`src/hdl/rfd_pkg.sv`:
```
// rfd_pkg: shared types and codes for the rpc frame deframer
// parse phase codes, result kinds, status codes and register indexes
// no dependencies
package rfd_pkg;

   typedef logic [3:0] phase_type;
   typedef logic [2:0] kind_type;
   typedef logic [1:0] status_type;
   typedef logic [1:0] csr_index_type;

   localparam phase_type PH_HUNT    = 4'd0;
   localparam phase_type PH_TOTAL   = 4'd1;
   localparam phase_type PH_IDLEN   = 4'd2;
   localparam phase_type PH_ID      = 4'd3;
   localparam phase_type PH_MLEN    = 4'd4;
   localparam phase_type PH_METHOD  = 4'd5;
   localparam phase_type PH_ERRCODE = 4'd6;
   localparam phase_type PH_ELEN    = 4'd7;
   localparam phase_type PH_ETEXT   = 4'd8;
   localparam phase_type PH_PAYLOAD = 4'd9;
   localparam phase_type PH_CKSUM   = 4'd10;
   localparam phase_type PH_END     = 4'd11;
   localparam phase_type PH_SKIP    = 4'd12;

   localparam kind_type KIND_ID      = 3'd0;
   localparam kind_type KIND_METHOD  = 3'd1;
   localparam kind_type KIND_ETEXT   = 3'd2;
   localparam kind_type KIND_PAYLOAD = 3'd3;
   localparam kind_type KIND_STATUS  = 3'd4;

   localparam status_type ST_GOOD      = 2'd0;
   localparam status_type ST_BAD_END   = 2'd1;
   localparam status_type ST_OVERRUN   = 2'd2;
   localparam status_type ST_BAD_TOTAL = 2'd3;

   localparam csr_index_type CSR_START_BYTE    = 2'd0;
   localparam csr_index_type CSR_END_BYTE      = 2'd1;
   localparam csr_index_type CSR_MAX_FRAME_LEN = 2'd2;

   localparam logic [31:0] FIXED_BYTES   = 32'd26;
   localparam logic [16:0] ID_TAIL       = 17'd17;
   localparam logic [16:0] METHOD_TAIL   = 17'd13;
   localparam logic [15:0] TRAILER_BYTES = 16'd5;

endpackage

```
`src/hdl/rpc_frame_deframer.sv`:
```
// rpc_frame_deframer: splits a length-prefixed rpc byte stream into tagged field beats
// and one status beat per frame; depends on rfd_pkg
// path: input byte register, then the phase update, then the result register
// throughput: one byte per cycle unless rsp_stall holds a valid result, which
//   also holds the input byte register and raises req_stall
// reset: synchronous, clears phase, counters, held error code and both valid flags,
//   and loads the register defaults (start 2, end 3, max length 65535)
module rpc_frame_deframer #(
   parameter int LEN_BITS = 16
) (
   input  logic                      clock,
   input  logic                      reset,
   input  logic                      req_valid,
   output logic                      req_stall,
   input  logic [7:0]                req_in_byte,
   output logic                      rsp_valid,
   input  logic                      rsp_stall,
   output rfd_pkg::kind_type         rsp_field_kind,
   output logic [7:0]                rsp_field_byte,
   output logic signed [31:0]        rsp_error_code_value,
   output rfd_pkg::status_type       rsp_frame_status,
   output logic                      rsp_frame_last,
   input  logic                      csr_write,
   input  rfd_pkg::csr_index_type    csr_index,
   input  logic [15:0]               csr_data
);
   import rfd_pkg::*;

   logic [7:0]  start_ff, end_ff;
   logic [15:0] maxlen_ff;

   logic        byte_valid_ff;
   logic [7:0]  byte_ff;

   phase_type   phase_ff, phase_in;
   logic [23:0] word_ff, word_in;
   logic [1:0]  count_ff, count_in;
   logic [15:0] part_ff, part_in;
   logic [15:0] left_ff, left_in;
   logic [31:0] held_ff, held_in;

   logic        rsp_valid_ff;
   kind_type    kind_ff;
   logic [7:0]  fbyte_ff;
   logic [31:0] code_ff;
   status_type  status_ff;
   logic        last_ff;

   logic        advance, fire;
   logic [31:0] word_full;
   logic [15:0] left_dec, part_dec, pay_len;
   logic        word_done, too_wide, total_bad, id_fits, method_fits, etext_fits;
   logic        res_valid;
   kind_type    res_kind;
   logic [7:0]  res_byte;
   status_type  res_status;

   assign advance   = !rsp_valid_ff || !rsp_stall;
   assign fire      = byte_valid_ff && advance;
   assign req_stall = byte_valid_ff && !advance;

   assign word_full = {word_ff, byte_ff};
   assign word_done = (count_ff == 2'd3);
   assign left_dec  = (left_ff != 16'd0) ? left_ff - 16'd1 : 16'd0;
   assign part_dec  = part_ff - 16'd1;
   assign pay_len   = (left_dec >= TRAILER_BYTES) ? left_dec - TRAILER_BYTES : 16'd0;
   assign too_wide  = (word_full >> LEN_BITS) != 32'd0;
   assign total_bad = (word_full < FIXED_BYTES) || (word_full > {16'd0, maxlen_ff}) ||
                      too_wide;
   assign id_fits     = !too_wide && (word_full[31:16] == 16'd0) &&
                        ({1'b0, word_full[15:0]} + ID_TAIL <= {1'b0, left_dec});
   assign method_fits = !too_wide && (word_full[31:16] == 16'd0) &&
                        ({1'b0, word_full[15:0]} + METHOD_TAIL <= {1'b0, left_dec});
   assign etext_fits  = !too_wide && (word_full[31:16] == 16'd0) &&
                        ({1'b0, word_full[15:0]} + {1'b0, TRAILER_BYTES} <= {1'b0, left_dec});

   always_comb begin
      phase_in   = phase_ff;
      word_in    = word_ff;
      count_in   = count_ff;
      part_in    = part_ff;
      left_in    = (phase_ff == PH_HUNT || phase_ff == PH_TOTAL) ? left_ff : left_dec;
      held_in    = held_ff;
      res_valid  = 1'b0;
      res_kind   = KIND_STATUS;
      res_byte   = byte_ff;
      res_status = ST_GOOD;
      case (phase_ff)
         PH_HUNT: begin
            if (byte_ff == start_ff) begin
               held_in  = 32'd0;
               left_in  = 16'd0;
               part_in  = 16'd0;
               count_in = 2'd0;
               phase_in = PH_TOTAL;
            end
         end
         PH_ID, PH_METHOD, PH_ETEXT, PH_PAYLOAD: begin
            part_in   = part_dec;
            res_valid = 1'b1;
            case (phase_ff)
               PH_ID:     res_kind = KIND_ID;
               PH_METHOD: res_kind = KIND_METHOD;
               PH_ETEXT:  res_kind = KIND_ETEXT;
               default:   res_kind = KIND_PAYLOAD;
            endcase
            if (part_dec == 16'd0) begin
               case (phase_ff)
                  PH_ID:     phase_in = PH_MLEN;
                  PH_METHOD: phase_in = PH_ERRCODE;
                  PH_ETEXT: begin
                     part_in  = pay_len;
                     phase_in = (pay_len == 16'd0) ? PH_CKSUM : PH_PAYLOAD;
                  end
                  default:   phase_in = PH_CKSUM;
               endcase
            end
         end
         PH_END: begin
            phase_in   = PH_HUNT;
            res_valid  = 1'b1;
            res_status = (byte_ff == end_ff) ? ST_GOOD : ST_BAD_END;
         end
         PH_SKIP: begin
            if (left_dec == 16'd0) begin
               phase_in = PH_HUNT;
            end
         end
         PH_TOTAL, PH_IDLEN, PH_MLEN, PH_ERRCODE, PH_ELEN, PH_CKSUM: begin
            word_in  = word_full[23:0];
            count_in = count_ff + 2'd1;
            if (word_done) begin
               case (phase_ff)
                  PH_TOTAL: begin
                     if (total_bad) begin
                        phase_in   = PH_HUNT;
                        res_valid  = 1'b1;
                        res_status = ST_BAD_TOTAL;
                     end else begin
                        left_in  = word_full[15:0] - TRAILER_BYTES;
                        phase_in = PH_IDLEN;
                     end
                  end
                  PH_IDLEN: begin
                     if (!id_fits) begin
                        phase_in   = (left_dec == 16'd0) ? PH_HUNT : PH_SKIP;
                        res_valid  = 1'b1;
                        res_status = ST_OVERRUN;
                     end else begin
                        part_in  = word_full[15:0];
                        phase_in = (word_full[15:0] == 16'd0) ? PH_MLEN : PH_ID;
                     end
                  end
                  PH_MLEN: begin
                     if (!method_fits) begin
                        phase_in   = (left_dec == 16'd0) ? PH_HUNT : PH_SKIP;
                        res_valid  = 1'b1;
                        res_status = ST_OVERRUN;
                     end else begin
                        part_in  = word_full[15:0];
                        phase_in = (word_full[15:0] == 16'd0) ? PH_ERRCODE : PH_METHOD;
                     end
                  end
                  PH_ERRCODE: begin
                     held_in  = word_full;
                     phase_in = PH_ELEN;
                  end
                  PH_ELEN: begin
                     if (!etext_fits) begin
                        phase_in   = (left_dec == 16'd0) ? PH_HUNT : PH_SKIP;
                        res_valid  = 1'b1;
                        res_status = ST_OVERRUN;
                     end else if (word_full[15:0] != 16'd0) begin
                        part_in  = word_full[15:0];
                        phase_in = PH_ETEXT;
                     end else begin
                        part_in  = pay_len;
                        phase_in = (pay_len == 16'd0) ? PH_CKSUM : PH_PAYLOAD;
                     end
                  end
                  default: phase_in = PH_END;
               endcase
            end
         end
         default: phase_in = PH_HUNT;
      endcase
   end

   always_ff @(posedge clock) begin
      if (reset) begin
         start_ff  <= 8'd2;
         end_ff    <= 8'd3;
         maxlen_ff <= 16'hFFFF;
      end else if (csr_write) begin
         case (csr_index)
            CSR_START_BYTE:    start_ff  <= csr_data[7:0];
            CSR_END_BYTE:      end_ff    <= csr_data[7:0];
            CSR_MAX_FRAME_LEN: maxlen_ff <= csr_data;
            default: ;
         endcase
      end
   end

   // input byte stage
   always_ff @(posedge clock) begin
      if (reset) begin
         byte_valid_ff <= 1'b0;
      end else if (!req_stall) begin
         byte_valid_ff <= req_valid;
      end
      if (req_valid && !req_stall) begin
         byte_ff <= req_in_byte;
      end
   end

   // parse state
   always_ff @(posedge clock) begin
      if (reset) begin
         phase_ff <= PH_HUNT;
         count_ff <= 2'd0;
         part_ff  <= 16'd0;
         left_ff  <= 16'd0;
         held_ff  <= 32'd0;
      end else if (fire) begin
         phase_ff <= phase_in;
         count_ff <= count_in;
         part_ff  <= part_in;
         left_ff  <= left_in;
         held_ff  <= held_in;
      end
      if (fire) begin
         word_ff <= word_in;
      end
   end

   // result register
   always_ff @(posedge clock) begin
      if (reset) begin
         rsp_valid_ff <= 1'b0;
      end else if (advance) begin
         rsp_valid_ff <= fire && res_valid;
      end
      if (fire && res_valid) begin
         kind_ff   <= res_kind;
         fbyte_ff  <= (res_kind == KIND_STATUS) ? 8'd0 : res_byte;
         code_ff   <= (res_kind == KIND_STATUS) ? held_ff : 32'd0;
         status_ff <= (res_kind == KIND_STATUS) ? res_status : ST_GOOD;
         last_ff   <= (res_kind == KIND_STATUS);
      end
   end

   assign rsp_valid            = rsp_valid_ff;
   assign rsp_field_kind       = kind_ff;
   assign rsp_field_byte       = fbyte_ff;
   assign rsp_error_code_value = signed'(code_ff);
   assign rsp_frame_status     = status_ff;
   assign rsp_frame_last       = last_ff;

   // a bad total length is caught before any error code is read
   a_bad_total_code_zero: assert property (@(posedge clock) disable iff (reset)
      rsp_valid && rsp_field_kind == KIND_STATUS && rsp_frame_status == ST_BAD_TOTAL
      |-> rsp_error_code_value == 32'sd0)
      else $error("bad total length status with nonzero error code");

   // data beats never close a frame
   a_data_not_last: assert property (@(posedge clock) disable iff (reset)
      rsp_valid && rsp_field_kind != KIND_STATUS
      |-> !rsp_frame_last && rsp_frame_status == ST_GOOD)
      else $error("data beat flagged as frame end");

   // word byte count is aligned outside the four-byte word phases
   a_count_aligned: assert property (@(posedge clock) disable iff (reset)
      phase_ff == PH_HUNT || phase_ff == PH_ID || phase_ff == PH_METHOD ||
      phase_ff == PH_ETEXT || phase_ff == PH_PAYLOAD || phase_ff == PH_SKIP
      |-> count_ff == 2'd0)
      else $error("word byte count misaligned");

   // skipping only while frame bytes remain
   a_skip_has_bytes: assert property (@(posedge clock) disable iff (reset)
      phase_ff == PH_SKIP |-> left_ff != 16'd0)
      else $error("skip phase with no frame bytes left");

endmodule

```
`config.mk`:
```
export PLATFORM = sky130hd
export DESIGN_NAME = rpc_frame_deframer
export DESIGN_NICKNAME = d
export VERILOG_FILES = /design/src/hdl/rfd_pkg.sv /design/src/hdl/rpc_frame_deframer.sv
export SDC_FILE = /design/constraint.sdc
export NUM_CORES = 1
export LEC_CHECK = 0
export ABC_AREA = 1
export BUFFER_PORTS_ARGS = -buffer_cell sky130_fd_sc_hd__buf_2
export CORE_ASPECT_RATIO = 0.75
export CORE_MARGIN = 10
export CORE_UTILIZATION = 49
export DETAILED_ROUTE_END_ITERATION = 7
export PLACE_DENSITY = 0.7
export SLEW_MARGIN = 0
export SYNTH_ARGS = -nofsm -noshare
export SYNTH_HDL_FRONTEND = slang
export SYNTH_SLANG_ARGS = --single-unit
```
`constraint.sdc`:
```
create_clock -name clock -period 6.7 [get_ports clock]
set_input_delay 0.335 -clock clock [delete_from_list [all_inputs] [get_ports clock]]
set_output_delay 0.335 -clock clock [all_outputs]
set_load 0.02 [all_outputs]
```
==> impl_results.md <==
* Status: finished clean
* Total of max-cap violations at 0
* FP Rows at 49
* First-pass DRT Iterations at 6
* Residual DRC at 0
* Crit-path most repeated cell: nand2_1
* Power share of the clock group at 0.357
* Avg Cell Area, Syn at 7.31 um2
* CTS tree: yes
* Placed instance area at 0.0126 mm2
* Die H at 155 um
* Filler Cell Count at 2324
* Worst Skew at 0.0112 ns
* CTS buffer count at 17
* Cell Area, Synth at 0.0119 mm2
* Setup TNS at 0 ns
* Final Hold Fails at 0
* Largest fanout on the critical path at 45
* CTS Sinks at 181
* Nets@finish at 1784
* Synth Net Count at 1734
* F_max at 210 MHz
* Sequential area share after synthesis at 0.368
* Sequential Power Share at 0.407
* Clk pin slew, worst setup/hold paths at 0.08 ns
* PortBufs at 78
* Hold_buf cts at 0
* Post-synth EDFFs at 77
* Synth Register Bits at 181
* Clk_lat worst skew at 0.45 ns
* Num ports at 79
* DPL Wire Length at 27700 um
* Initial detailed-routing violation count at 1060
* First-pass GRT wire length at 58200 um
* Psw at 1.02 mW
* Core ar. at 0.0240 mm2
* PnR worst setup slack at 1.95 ns
* Final period util at 0.710
* Setup bufs post-CTS at 0
* Vias in the first global route at 10172
* GRT overflow at 0
* Number of antenna-violating nets in the routed design at 0
* Pre-CTS worst setup slack at 2.02 ns
* Comb pwr share at 0.236
* Design area at 0.0132 mm2
* Async SR Flop Fraction at 0
* Worst hold path type: input pin to flip-flop
* Area Growth Syn to Fin at 10.3%
* Critical Path RT at 6.77 ns
* Worst IR Drop VDD at 0.000169 V
* Leak at 6.07 nW
* Prevailing post-synth register cell: dfxtp_1
* RSZ-0062 raised after global routing: false
* Routed via count at 11187
* Die Span X at 200 um
* Clk root buf: clkbuf_16
* Critical Path Slowest Stage Cell: inv_2
* Initial Util at 0.498
* Fin. max-slew vios at 0
* Post-CTS resize count at 0
* Gpl congestion at 1.02
* Bufs on Longest Clock Path at 2
* Critical path, cell by cell: inv_1, nor3_1, nand2_1, nand2_1, nand3_1, nor2_1, nand2_1, nor2_1, xor2_1, ha_1, nand2_1, nand3b_1, nor2_1, nand3_1, nand3_1, nand2_1, nand2_1, nand2_1, nand2_1, o21ai_0, o211ai_1, nand2_1, inv_2
* Slowest stage delay, CP at 0.67 ns
* PwrDens at 223 mW/mm2
* Final wirelength at 36900 um
* # H-tree levels at 4
* Tmin final at 4.75 ns
* CP Capture Type: flip-flop
* Setup violators final at 0
* Slew headroom at 0.272
* CP Class: flip-flop to flip-flop
* Largest net degree at the start of global routing at 65
* Tot Pwr at 2.93 mW
* Internal Power at 1.92 mW
* Finished Layout Cells at 2029
* Setup crit start kind: flip-flop
* Slew @ Worst Pin at 1.09 ns
* GR Util All Layers at 0.235
* Initial antenna violation count at 1
* Vias per cell at 5.51
* Inst Count DP at 1996
* Mapped Cells at 1634
* Layout cells sized above 1 at 0.108
* Count of cell types in the netlist at 52
* Routed WL per cell at 18.2 um
* Synthesis Warnings at 0
* Crit path DAT at 4.83 ns
* Sw Ratio at 0.346
* Die area at 0.0311 mm2
==> cell usage after synthesis, types with 5 or more instances <==
cell,number,share of area
dfxtp_1,104,0.17
nand3b_1,7,0.0044
o211ai_1,21,0.013
or2_2,6,0.0031
nand2_2,7,0.0037
xnor2_1,19,0.014
o21bai_1,5,0.0031
nor3_1,19,0.0080
nor2_2,9,0.0047
nand3_1,69,0.029
buf_2,16,0.0067
o21ai_0,116,0.049
xor2_1,50,0.037
nor2_1,261,0.082
a211oi_1,20,0.013
a32oi_1,6,0.0044
nor2_4,7,0.0066
clkbuf_1,30,0.0094
nand3_2,9,0.0075
inv_2,7,0.0022
edfxtp_1,77,0.19
nand4_1,35,0.018
ha_1,69,0.072
nor4_1,11,0.0058
a21oi_1,105,0.044
inv_1,198,0.062
nand2_1,301,0.095
==> power groups by stage <==
stage          clock, mW  sequential (mW)  combinational, mW
3_5_place_dp           0             1.22              0.671
3_3_place_gp           0             1.22              0.668
4_1_cts             1.06             1.19              0.676
2_1_floorplan          0             1.20              0.488
6_report            1.05             1.19              0.693
5_1_grt             1.11             1.20              0.767
==> cell usage in the layout, fill, tap and decap left out, drive strengths merged, types with 20 or more instances in the layout <==
cell / instances
buf: 87
nor2: 278
o211ai: 22
o21ai: 121
a21oi: 106
inv: 212
nand4: 35
nand2: 312
a211oi: 20
dfxtp: 104
nor3: 20
ha: 69
xor2: 50
edfxtp: 77
nand3: 80
==> layer usage <==
metal  part of all wire  track usage
met5                  0            0
met1               0.47        0.335
met3              0.088       0.0525
met4              0.019       0.0640
met2               0.42        0.349
==> state kept, by name (all words and copies together), names as in the netlist <==
register,cells
byte_ff,8
byte_valid_ff,1
count_ff,2
end_ff,8
held_ff,32
left_ff,16
maxlen_ff,16
part_ff,16
phase_ff,4
rsp_error_code_value,32
rsp_field_byte,8
rsp_field_kind,3
rsp_frame_status,2
rsp_valid,1
start_ff,8
word_ff,24
==> cell families (layout without fill, tap and decap cells) <==
family,Yosys count,after routing,synth area share
simple gates,755,755,0.281
compound gates,295,295,0.141
buf+inv,265,328,0.0874
flops,181,181,0.368
fa+ha+maj,69,69,0.0723
xor+xnor,69,69,0.0506
other cells,0,1,0
==> metrics by stage <==
| stage | hold slack (ns) | utilization |
|---|---|---|
| after CTS | 0.0405 | 0.550 |
| after global routing | 0.0334 | 0.550 |
| after floorplan | 0.434 | - |
| after detailed placement | 0.455 | 0.524 |
| final | 0.0586 | 0.550 |
| after global placement | 0.451 | 0.524 |
==> path summary, 6_finish.rpt <==
path,from,slack [ns],cells past startpoint,end
setup / recovery,byte_ff[0],1.95,23,rsp_error_code_value[17]
hold / removal,req_in_byte[1],0.06,1,byte_ff[1]
setup reg to reg,byte_ff[0],1.95,23,rsp_error_code_value[17]
hold reg to reg,held_ff[21],0.47,2,held_ff[21]
==> cell type report <==
cell class	count	area, um2	area share
Sequential cell	181	4390	0.333
Multi-Input combinational cell	1188	6520	0.495
Timing Repair Buffer	87	458	0.0347
Clock buffer	17	425	0.0323
Antenna cell	1	2.50	0.000190
Clock inverter	15	183	0.0139
Inverter	209	785	0.0595
Tap cell	331	414	0.0314
==> worst max-delay path: cells and delay by family (launching register included) <==
kind                       cells  cell delay [ns]
AOI/OAI and AO/OA              2             0.21
xor gates and xnor gates       1             0.09
adders and majority gates      1             0.33
buffers and inverters          2             0.91
DFF                            1             0.62
and+or+nand+nor               17             2.17
(Power assumes the default switching activity.)
